File: src/sv/pdfm_pkg.sv
// pdfm_pkg: shared constants, capture request type and back-end state type
package pdfm_pkg;

  localparam int COUNT_W    = 32;
  localparam int DUR_W      = 32;
  localparam int RATE_W     = 24;
  localparam int PER_W      = DUR_W + 1;
  localparam int DUTY_W     = 16;
  localparam int FREQ_W     = 34;
  localparam int STEP_W     = $clog2(FREQ_W + 1);
  localparam int QDEPTH     = 4;
  localparam int QPTR_W     = $clog2(QDEPTH);

  localparam logic [RATE_W-1:0] RATE_RESET  = RATE_W'(15625);
  localparam logic [FREQ_W-1:0] MILLI       = FREQ_W'(1000);
  localparam logic [STEP_W-1:0] DUTY_STEPS  = STEP_W'(DUTY_W);
  localparam logic [STEP_W-1:0] FREQ_STEPS  = STEP_W'(FREQ_W);

  typedef struct packed {
    logic             was_rising;
    logic [DUR_W-1:0] hi;
    logic [DUR_W-1:0] lo;
  } capture_t;

  typedef enum logic [1:0] {
    B_IDLE,
    B_DUTY,
    B_FREQ,
    B_HOLD
  } back_state_t;

endpackage

File: src/sv/pdfm_front.sv
// pdfm_front: tick counter, edge capture and duration update
module pdfm_front import pdfm_pkg::*; (
  input  logic     clk,
  input  logic     rst,
  input  logic     accept,
  input  logic     level,
  output logic     push,
  output capture_t push_data
);

  logic [COUNT_W-1:0] tick_count;
  logic [COUNT_W-1:0] rise_stamp;
  logic [COUNT_W-1:0] fall_stamp;
  logic [DUR_W-1:0]   high_time;
  logic [DUR_W-1:0]   low_time;
  logic               expect_rising;
  logic               prev_level;

  logic               cap_rise;
  logic               cap_fall;
  logic [DUR_W-1:0]   high_time_next;
  logic [DUR_W-1:0]   low_time_next;

  always_comb begin
    cap_rise       = expect_rising && level && !prev_level;
    cap_fall       = !expect_rising && !level && prev_level;
    high_time_next = cap_rise ? DUR_W'(tick_count - fall_stamp) : high_time;
    low_time_next  = cap_fall ? DUR_W'(tick_count - rise_stamp) : low_time;
    push                 = accept && (cap_rise || cap_fall);
    push_data.was_rising = cap_rise;
    push_data.hi         = high_time_next;
    push_data.lo         = low_time_next;
  end

  always_ff @(posedge clk) begin
    if (rst) begin
      tick_count    <= '0;
      rise_stamp    <= '0;
      fall_stamp    <= '0;
      high_time     <= '0;
      low_time      <= '0;
      expect_rising <= 1'b1;
      prev_level    <= 1'b0;
    end else if (accept) begin
      if (cap_rise) begin
        rise_stamp <= tick_count;
      end
      if (cap_fall) begin
        fall_stamp <= tick_count;
      end
      if (cap_rise || cap_fall) begin
        expect_rising <= !expect_rising;
      end
      high_time  <= high_time_next;
      low_time   <= low_time_next;
      prev_level <= level;
      tick_count <= tick_count + COUNT_W'(1);
    end
  end

endmodule

File: src/sv/pdfm_queue.sv
// pdfm_queue: short request queue between capture front end and arithmetic back end
module pdfm_queue import pdfm_pkg::*; (
  input  logic     clk,
  input  logic     rst,
  input  logic     push,
  input  capture_t push_data,
  output logic     full,
  input  logic     pop,
  output logic     not_empty,
  output capture_t pop_data
);

  capture_t          entry [QDEPTH];
  logic [QPTR_W-1:0] wr_ptr;
  logic [QPTR_W-1:0] rd_ptr;
  logic [QPTR_W:0]   fill;

  assign full      = (fill == (QPTR_W+1)'(QDEPTH));
  assign not_empty = (fill != '0);
  assign pop_data  = entry[rd_ptr];

  always_ff @(posedge clk) begin
    if (push) begin
      entry[wr_ptr] <= push_data;
    end
  end

  always_ff @(posedge clk) begin
    if (rst) begin
      wr_ptr <= '0;
      rd_ptr <= '0;
      fill   <= '0;
    end else begin
      if (push) begin
        wr_ptr <= wr_ptr + QPTR_W'(1);
      end
      if (pop) begin
        rd_ptr <= rd_ptr + QPTR_W'(1);
      end
      if (push && !pop) begin
        fill <= fill + (QPTR_W+1)'(1);
      end else if (pop && !push) begin
        fill <= fill - (QPTR_W+1)'(1);
      end
    end
  end

endmodule

File: src/sv/pdfm_back.sv
// pdfm_back: period, duty and frequency by a shared bit-serial divider, output register
module pdfm_back import pdfm_pkg::*; (
  input  logic              clk,
  input  logic              rst,
  input  logic [RATE_W-1:0] tick_rate,
  input  logic              q_not_empty,
  input  capture_t          q_data,
  output logic              pop,
  output logic              out_valid,
  input  logic              out_ready,
  output logic              edge_was_rising,
  output logic [DUR_W-1:0]  high_ticks,
  output logic [DUR_W-1:0]  low_ticks,
  output logic [PER_W-1:0]  period_ticks,
  output logic [DUTY_W-1:0] duty_fraction,
  output logic [FREQ_W-1:0] freq_millihz,
  output logic              estimate_valid
);

  back_state_t        state;
  back_state_t        state_next;

  capture_t           rec;
  logic [PER_W-1:0]   period;
  logic               est_ok;
  logic [FREQ_W-1:0]  prod;
  logic [DUTY_W-1:0]  duty_r;
  logic [FREQ_W-1:0]  freq_r;

  logic [FREQ_W-1:0]  rem;
  logic [FREQ_W-1:0]  num;
  logic [FREQ_W-1:0]  quo;
  logic [STEP_W-1:0]  steps;

  logic [FREQ_W-1:0]  rem_sh;
  logic               fits;
  logic [FREQ_W-1:0]  rem_next;
  logic [FREQ_W-1:0]  quo_next;
  logic               last_step;
  logic               load_out;

  always_comb begin
    rem_sh    = {rem[FREQ_W-2:0], num[FREQ_W-1]};
    fits      = (rem_sh >= FREQ_W'(period));
    rem_next  = fits ? (rem_sh - FREQ_W'(period)) : rem_sh;
    quo_next  = {quo[FREQ_W-2:0], fits};
    last_step = (steps == STEP_W'(1));
    load_out  = (state == B_HOLD) && (!out_valid || out_ready);
    pop       = (state == B_IDLE) && q_not_empty;
  end

  always_comb begin
    state_next = state;
    unique case (state)
      B_IDLE: begin
        if (q_not_empty) begin
          state_next = (q_data.hi != '0 && q_data.lo != '0) ? B_DUTY : B_HOLD;
        end
      end
      B_DUTY: begin
        if (last_step) begin
          state_next = B_FREQ;
        end
      end
      B_FREQ: begin
        if (last_step) begin
          state_next = B_HOLD;
        end
      end
      B_HOLD: begin
        if (load_out) begin
          state_next = B_IDLE;
        end
      end
      default: state_next = B_IDLE;
    endcase
  end

  always_ff @(posedge clk) begin
    if (rst) begin
      state <= B_IDLE;
    end else begin
      state <= state_next;
    end
  end

  always_ff @(posedge clk) begin
    unique case (state)
      B_IDLE: begin
        if (q_not_empty) begin
          rec    <= q_data;
          period <= PER_W'(q_data.hi) + PER_W'(q_data.lo);
          est_ok <= (q_data.hi != '0) && (q_data.lo != '0);
          prod   <= FREQ_W'(tick_rate) * MILLI;
          rem    <= FREQ_W'(q_data.hi);
          num    <= '0;
          quo    <= '0;
          steps  <= DUTY_STEPS;
          duty_r <= '0;
          freq_r <= '0;
        end
      end
      B_DUTY: begin
        if (last_step) begin
          duty_r <= quo_next[DUTY_W-1:0];
          rem    <= '0;
          num    <= prod;
          quo    <= '0;
          steps  <= FREQ_STEPS;
        end else begin
          rem   <= rem_next;
          num   <= {num[FREQ_W-2:0], 1'b0};
          quo   <= quo_next;
          steps <= steps - STEP_W'(1);
        end
      end
      B_FREQ: begin
        rem   <= rem_next;
        num   <= {num[FREQ_W-2:0], 1'b0};
        quo   <= quo_next;
        steps <= steps - STEP_W'(1);
        if (last_step) begin
          freq_r <= quo_next;
        end
      end
      B_HOLD: begin
      end
      default: begin
      end
    endcase
  end

  always_ff @(posedge clk) begin
    if (rst) begin
      out_valid <= 1'b0;
    end else if (load_out) begin
      out_valid <= 1'b1;
    end else if (out_ready) begin
      out_valid <= 1'b0;
    end
  end

  always_ff @(posedge clk) begin
    if (load_out) begin
      edge_was_rising <= rec.was_rising;
      high_ticks      <= rec.hi;
      low_ticks       <= rec.lo;
      period_ticks    <= period;
      duty_fraction   <= duty_r;
      freq_millihz    <= freq_r;
      estimate_valid  <= est_ok;
    end
  end

  // divider never runs on a zero period
  a_div_period: assert property (@(posedge clk) disable iff (rst)
    (state == B_DUTY || state == B_FREQ) |-> (period != '0))
    else $error("divider running with zero period");

  // invalid estimates carry zero duty and frequency
  a_zero_when_invalid: assert property (@(posedge clk) disable iff (rst)
    (out_valid && !estimate_valid) |-> (duty_fraction == '0 && freq_millihz == '0))
    else $error("nonzero duty or frequency on invalid estimate");

  // reported period matches the reported durations
  a_period_sum: assert property (@(posedge clk) disable iff (rst)
    out_valid |-> (period_ticks == PER_W'(high_ticks) + PER_W'(low_ticks)))
    else $error("period does not match high plus low");

  // a request is taken from the queue only when the engine is idle
  a_pop_idle: assert property (@(posedge clk) disable iff (rst)
    pop |=> (state != B_IDLE))
    else $error("pop without leaving idle");

endmodule

File: src/sv/pwm_duty_frequency_meter_unit.sv
// pwm_duty_frequency_meter_unit: top level of the pwm duty and frequency meter
// input side takes one tick per cycle; in_ready drops only while the 4-deep queue is full
// a capture result passes in order through the back end, once it is free: the pop from the queue,
//   16-bit duty divide, 34-bit frequency divide, then the hold state that loads the output
// the back end takes a new capture only after the last has left the hold state, as the divider is shared;
//   a capture with a zero duration skips the divider and goes straight to the hold state
// synchronous active-high reset clears counters, stamps, durations, queue and output valid;
//   tick rate returns to 15625 hz
module pwm_duty_frequency_meter_unit import pdfm_pkg::*; (
  input  logic              clk,
  input  logic              rst,
  input  logic              cfg_we,
  input  logic [RATE_W-1:0] cfg_data,
  input  logic              in_valid,
  output logic              in_ready,
  input  logic              comparator_level,
  output logic              out_valid,
  input  logic              out_ready,
  output logic              edge_was_rising,
  output logic [DUR_W-1:0]  high_ticks,
  output logic [DUR_W-1:0]  low_ticks,
  output logic [PER_W-1:0]  period_ticks,
  output logic [DUTY_W-1:0] duty_fraction,
  output logic [FREQ_W-1:0] freq_millihz,
  output logic              estimate_valid
);

  logic [RATE_W-1:0] tick_rate_hz;
  logic              accept;
  logic              push;
  capture_t          push_data;
  logic              q_full;
  logic              q_not_empty;
  capture_t          q_data;
  logic              pop;

  always_ff @(posedge clk) begin
    if (rst) begin
      tick_rate_hz <= RATE_RESET;
    end else if (cfg_we) begin
      tick_rate_hz <= cfg_data;
    end
  end

  assign in_ready = !q_full;
  assign accept   = in_valid && in_ready;

  pdfm_front u_front (
    .clk       (clk),
    .rst       (rst),
    .accept    (accept),
    .level     (comparator_level),
    .push      (push),
    .push_data (push_data)
  );

  pdfm_queue u_queue (
    .clk       (clk),
    .rst       (rst),
    .push      (push),
    .push_data (push_data),
    .full      (q_full),
    .pop       (pop),
    .not_empty (q_not_empty),
    .pop_data  (q_data)
  );

  pdfm_back u_back (
    .clk             (clk),
    .rst             (rst),
    .tick_rate       (tick_rate_hz),
    .q_not_empty     (q_not_empty),
    .q_data          (q_data),
    .pop             (pop),
    .out_valid       (out_valid),
    .out_ready       (out_ready),
    .edge_was_rising (edge_was_rising),
    .high_ticks      (high_ticks),
    .low_ticks       (low_ticks),
    .period_ticks    (period_ticks),
    .duty_fraction   (duty_fraction),
    .freq_millihz    (freq_millihz),
    .estimate_valid  (estimate_valid)
  );

endmodule

File: config.mk
export PLATFORM = sky130hd
export DESIGN_NAME = pwm_duty_frequency_meter_unit
export DESIGN_NICKNAME = d
export VERILOG_FILES = /design/src/sv/pdfm_pkg.sv /design/src/sv/pdfm_front.sv /design/src/sv/pdfm_queue.sv /design/src/sv/pdfm_back.sv /design/src/sv/pwm_duty_frequency_meter_unit.sv
export SDC_FILE = /design/constraint.sdc
export NUM_CORES = 1
export LEC_CHECK = 0
export BUFFER_PORTS_ARGS = -buffer_cell sky130_fd_sc_hd__buf_2
export CAP_MARGIN = 30
export CELL_PAD_IN_SITES_DETAIL_PLACEMENT = 0
export CELL_PAD_IN_SITES_GLOBAL_PLACEMENT = 1
export CORE_ASPECT_RATIO = 2
export CORE_MARGIN = 5
export CORE_UTILIZATION = 46
export CTS_CLUSTER_SIZE = 40
export DETAILED_ROUTE_END_ITERATION = 8
export PLACE_DENSITY_LB_ADDON = 0.1
export SLEW_MARGIN = 20
export SYNTH_ARGS = -nofsm -noshare
export SYNTH_HDL_FRONTEND = slang
export SYNTH_SLANG_ARGS = --single-unit
File: constraint.sdc
create_clock -name clk -period 8.9 [get_ports clk]
set_input_delay 1.335 -clock clk [delete_from_list [all_inputs] [get_ports clk]]
set_output_delay 1.335 -clock clk [all_outputs]
set_load 0.05 [all_outputs]
==> results list <==
* Power per Cell Area: 338 nW/um2
* Area share of the largest cell type after synthesis: 0.487
- In the finished design, the share of the clock period the worst path needs comes to 0.584.
- Nature of the critical path startpoint: flop
- The root buffer cell chosen for the clock tree is clkbuf_16.
- STA classifies the critical path endpoint as a flop.
- The core region is 92300 um2.
- Total inserted antenna cells: 0
- Max Cap Viol: 0
- Count of final setup violators: 0
- The finished cells cover 47700 um2.
* RSZ-0062 raised after global routing: no
- DP HPWL: 67600 um
* DRC violation count after routing: 0
- Counting distinct cell types in the post-synthesis netlist gives 84.
- CTS tree: yes
- Number of buffers added by the clock tree synthesis step: 80
- In the routed layout, each cell is associated on average with a via count of 5.37.
- DP Area: 44900 um2
- Syn nets: 3800
* Transition at the pin with the smallest max-transition slack: 1.04 ns
- In this run the core area contains 158 standard-cell rows.
- Clock tree buffer depth: 3
* Shortest period the worst path allows: 5.20 ns
- Total Nets Final: 3969
- The largest single stage delay on the critical path is 0.68 ns.
- Clock skew on the completed layout was measured at 0.0339 ns.
- Required time reported for the critical path endpoint: 9.33 ns
* Clk Latency, worst-skew pair: 0.67 ns
- Vias: 26362
- In this run the static leakage power is 18.3 nW.
* Total negative slack for setup checks: 0 ns
* Die outline height: 441 um
* Post-CTS setup buffer count: 0
- Crit path max-delay cell type: dfxtp_4
* Number of routed nets with antenna violations: 0
* Clock sink count: 890
- The number of antenna violations at the first check in global routing is 2.
- Clock-pin slew was measured on the worst setup and hold paths at 0.07 ns.
- Yosys top cell by area: edfxtp_1
* Final-report max-slew violation count: 0
* Worst min path class: reg -> reg
- Drt total wl: 97500 um
- Most common flop cell mapped by yosys: edfxtp_1
* Routability congestion estimate: 0.842
* Max Clk Rate: 192 MHz
- Fraction of final layout cells sized beyond drive strength 1: 0.123
- The floorplan step set the die width to 225 um.
- Max_slew headroom: 0.298
* Core utilization of the finished layout: 0.517
- In this run the cell area of the synthesized design comes to 42600 um2.
- Largest fanout on the critical path: 24
- Entering global routing, the biggest net connects 80 pins.
* Synthesized flop and latch total: 890
- For the worst setup path, the data arrival time is 5.63 ns.
* Asr flop ratio synth: 0
- The first detailed-routing pass took 6 iterations.
* Leading post-synthesis cells by cell area: edfxtp_1 49%, dfxtp_1 9.3%, ha_1 6.2%
- Filler Cell Count: 7979
* H-tree depth reported by CTS: 3
* Post-cts sizing count: 0
- Fraction of the yosys area taken by sequential cells: 0.580
- Initial Utilization: 0.462
- The Yosys step of the flow raised 0 warnings.
- The first global-routing pass estimated 151000 um of wire.
- Hold_buf cts: 0
- The hold violation total from the final report was 0.
- VDD sags by at most 0.422 mV.
- A synthesized cell averages 12.3 um2.
- Vias in the first global route: 25749
- In the final routed layout, each cell accounts on average for 19.9 um.
- IO Count: 181
- The total overflow left after global routing is 0.
* Number of flops mapped to enable cells by yosys: 692
- Worst setup path category: reg -> reg
- Number of DRC violations after detailed-routing iteration 0: 1737
- Total die area: 99300 um2
* GRT Resource Usage Total: 0.195
* IO Port Bufs: 180
* Area Growth Syn to Fin: 11.9%
- Synthesis produced a netlist whose cell count is 3470.
- Walking the worst path, the cells encountered are mux2_2 > o21ai_0 > inv_1 > ha_1 > a211oi_1 > o21a_1 > nor3_1 > o41ai_1 > o21ai_1 > a21oi_1 > o21a_1 > o21ai_1 > o31ai_1 > xnor2_1.
- The run finished with clean final reports.
==> path summary, 6_finish.rpt <==
| check | start | to | slack, ns | cells past startpoint |
|---|---|---|---|---|
| setup / recovery | flop | u_back.period[31] | 3.70 | 14 |
| hold / removal | u_back.rec[3] | u_back.low_ticks[3] | 0.41 | 0 |
| setup reg to reg | flop | u_back.period[31] | 3.70 | 14 |
| hold reg to reg | u_back.rec[3] | u_back.low_ticks[3] | 0.41 | 0 |
==> area by class of cell <==
cell class                      instances  area, um2  share of cell area
Clock buffer                           88       2050              0.0430
Tap cell                             1200       1500              0.0315
Multi-Input combinational cell       2166      16300               0.342
Clock inverter                         61        767              0.0161
Sequential cell                       890      24700               0.518
Inverter                              286       1080              0.0226
Timing Repair Buffer                  215       1250              0.0262
==> routing by layer <==
layer	vias up	part of all wire	global-route usage
li1	12813	-	-
met1	12840	0.45	0.270
met2	586	0.47	0.317
met3	123	0.053	0.0323
met4	0	0.028	0.0619
met5	-	0	0
==> cells in the final DEF (no fill, tap or decap), types with 90 or more instances in the layout <==
cell / n
nor2_1: 234
fa_1: 90
buf_2: 179
inv_1: 284
ha_1: 209
a21oi_1: 253
dfxtp_1: 196
edfxtp_1: 692
xnor2_1: 107
o21ai_0: 152
nand2_1: 307
==> through the flow <==
step                      instances  power (mW)  setup slack (ns)  hold slack (ns)
after floorplan                3470        10.9             0.232            0.400
after global placement         4751        12.4              3.53            0.402
after detailed placement       4754        12.5              3.50            0.405
after CTS                      4903        16.3              3.49            0.415
after global routing           4906        17.2              3.31            0.424
final                          4906        16.1              3.70            0.412
==> sequential cells by signal, summed over array words and instances, names as in the netlist, 3 cells and up, named ones only <==
register,flops
u_back.duty_fraction,16
u_back.freq_r,34
u_back.high_ticks,32
u_front.fall_stamp,32
u_front.low_time,32
u_queue.entry,260
u_back.period,33
u_back.num,31
u_front.tick_count,32
u_back.quo,33
u_back.low_ticks,32
u_back.duty_r,16
u_back.period_ticks,33
u_back.rem,33
u_back.rec,65
tick_rate_hz,24
u_back.freq_millihz,34
u_queue.fill,3
u_front.rise_stamp,32
u_front.high_time,32
u_back.prod,31
u_back.steps,6
==> power breakdown <==
part,internal (mW),switching [mW],total [mW]
clock network,2.09,1.64,3.73
logic,2.21,3.78,5.99
registers,5.97,0.445,6.42
==> critical path: cells and delay by family, from the launching register on <==
kind / cells / cell delay, ns
AOI/OAI and AO/OA: 9 / 3.10
xor gates and xnor gates: 1 / 0.09
adders and majority gates: 1 / 0.35
buffers and inverters: 1 / 0.22
DFF: 1 / 0.68
muxes: 1 / 0.39
and+or+nand+nor: 1 / 0.08
==> synthesized netlist by cell type (14+ instances only) <==
master,number
xor2_1,67
o21bai_1,19
o21ai_1,16
fa_1,90
and2_1,75
a21o_1,76
and3_1,47
nand2b_1,15
nand2_1,308
o21ai_0,152
mux4_2,64
a211oi_1,25
ha_1,210
clkbuf_1,106
mux2i_1,34
dfxtp_1,198
o21a_1,27
nand4_1,32
edfxtp_1,692
a21oi_1,253
a22o_1,30
nor4_1,17
xnor2_1,107
nor2_1,238
o22ai_1,29
nor2b_1,32
o211ai_1,14
inv_1,285
nand3_1,42
nor3_1,26
==> cell families after synthesis <==
kind of cell | synth area share
fa+ha+maj | 0.104
xor+xnor | 0.0357
compound gates | 0.105
mux | 0.0426
flops | 0.580
simple gates | 0.0948
buf+inv | 0.0379
Power figures use the tool's default switching activity.
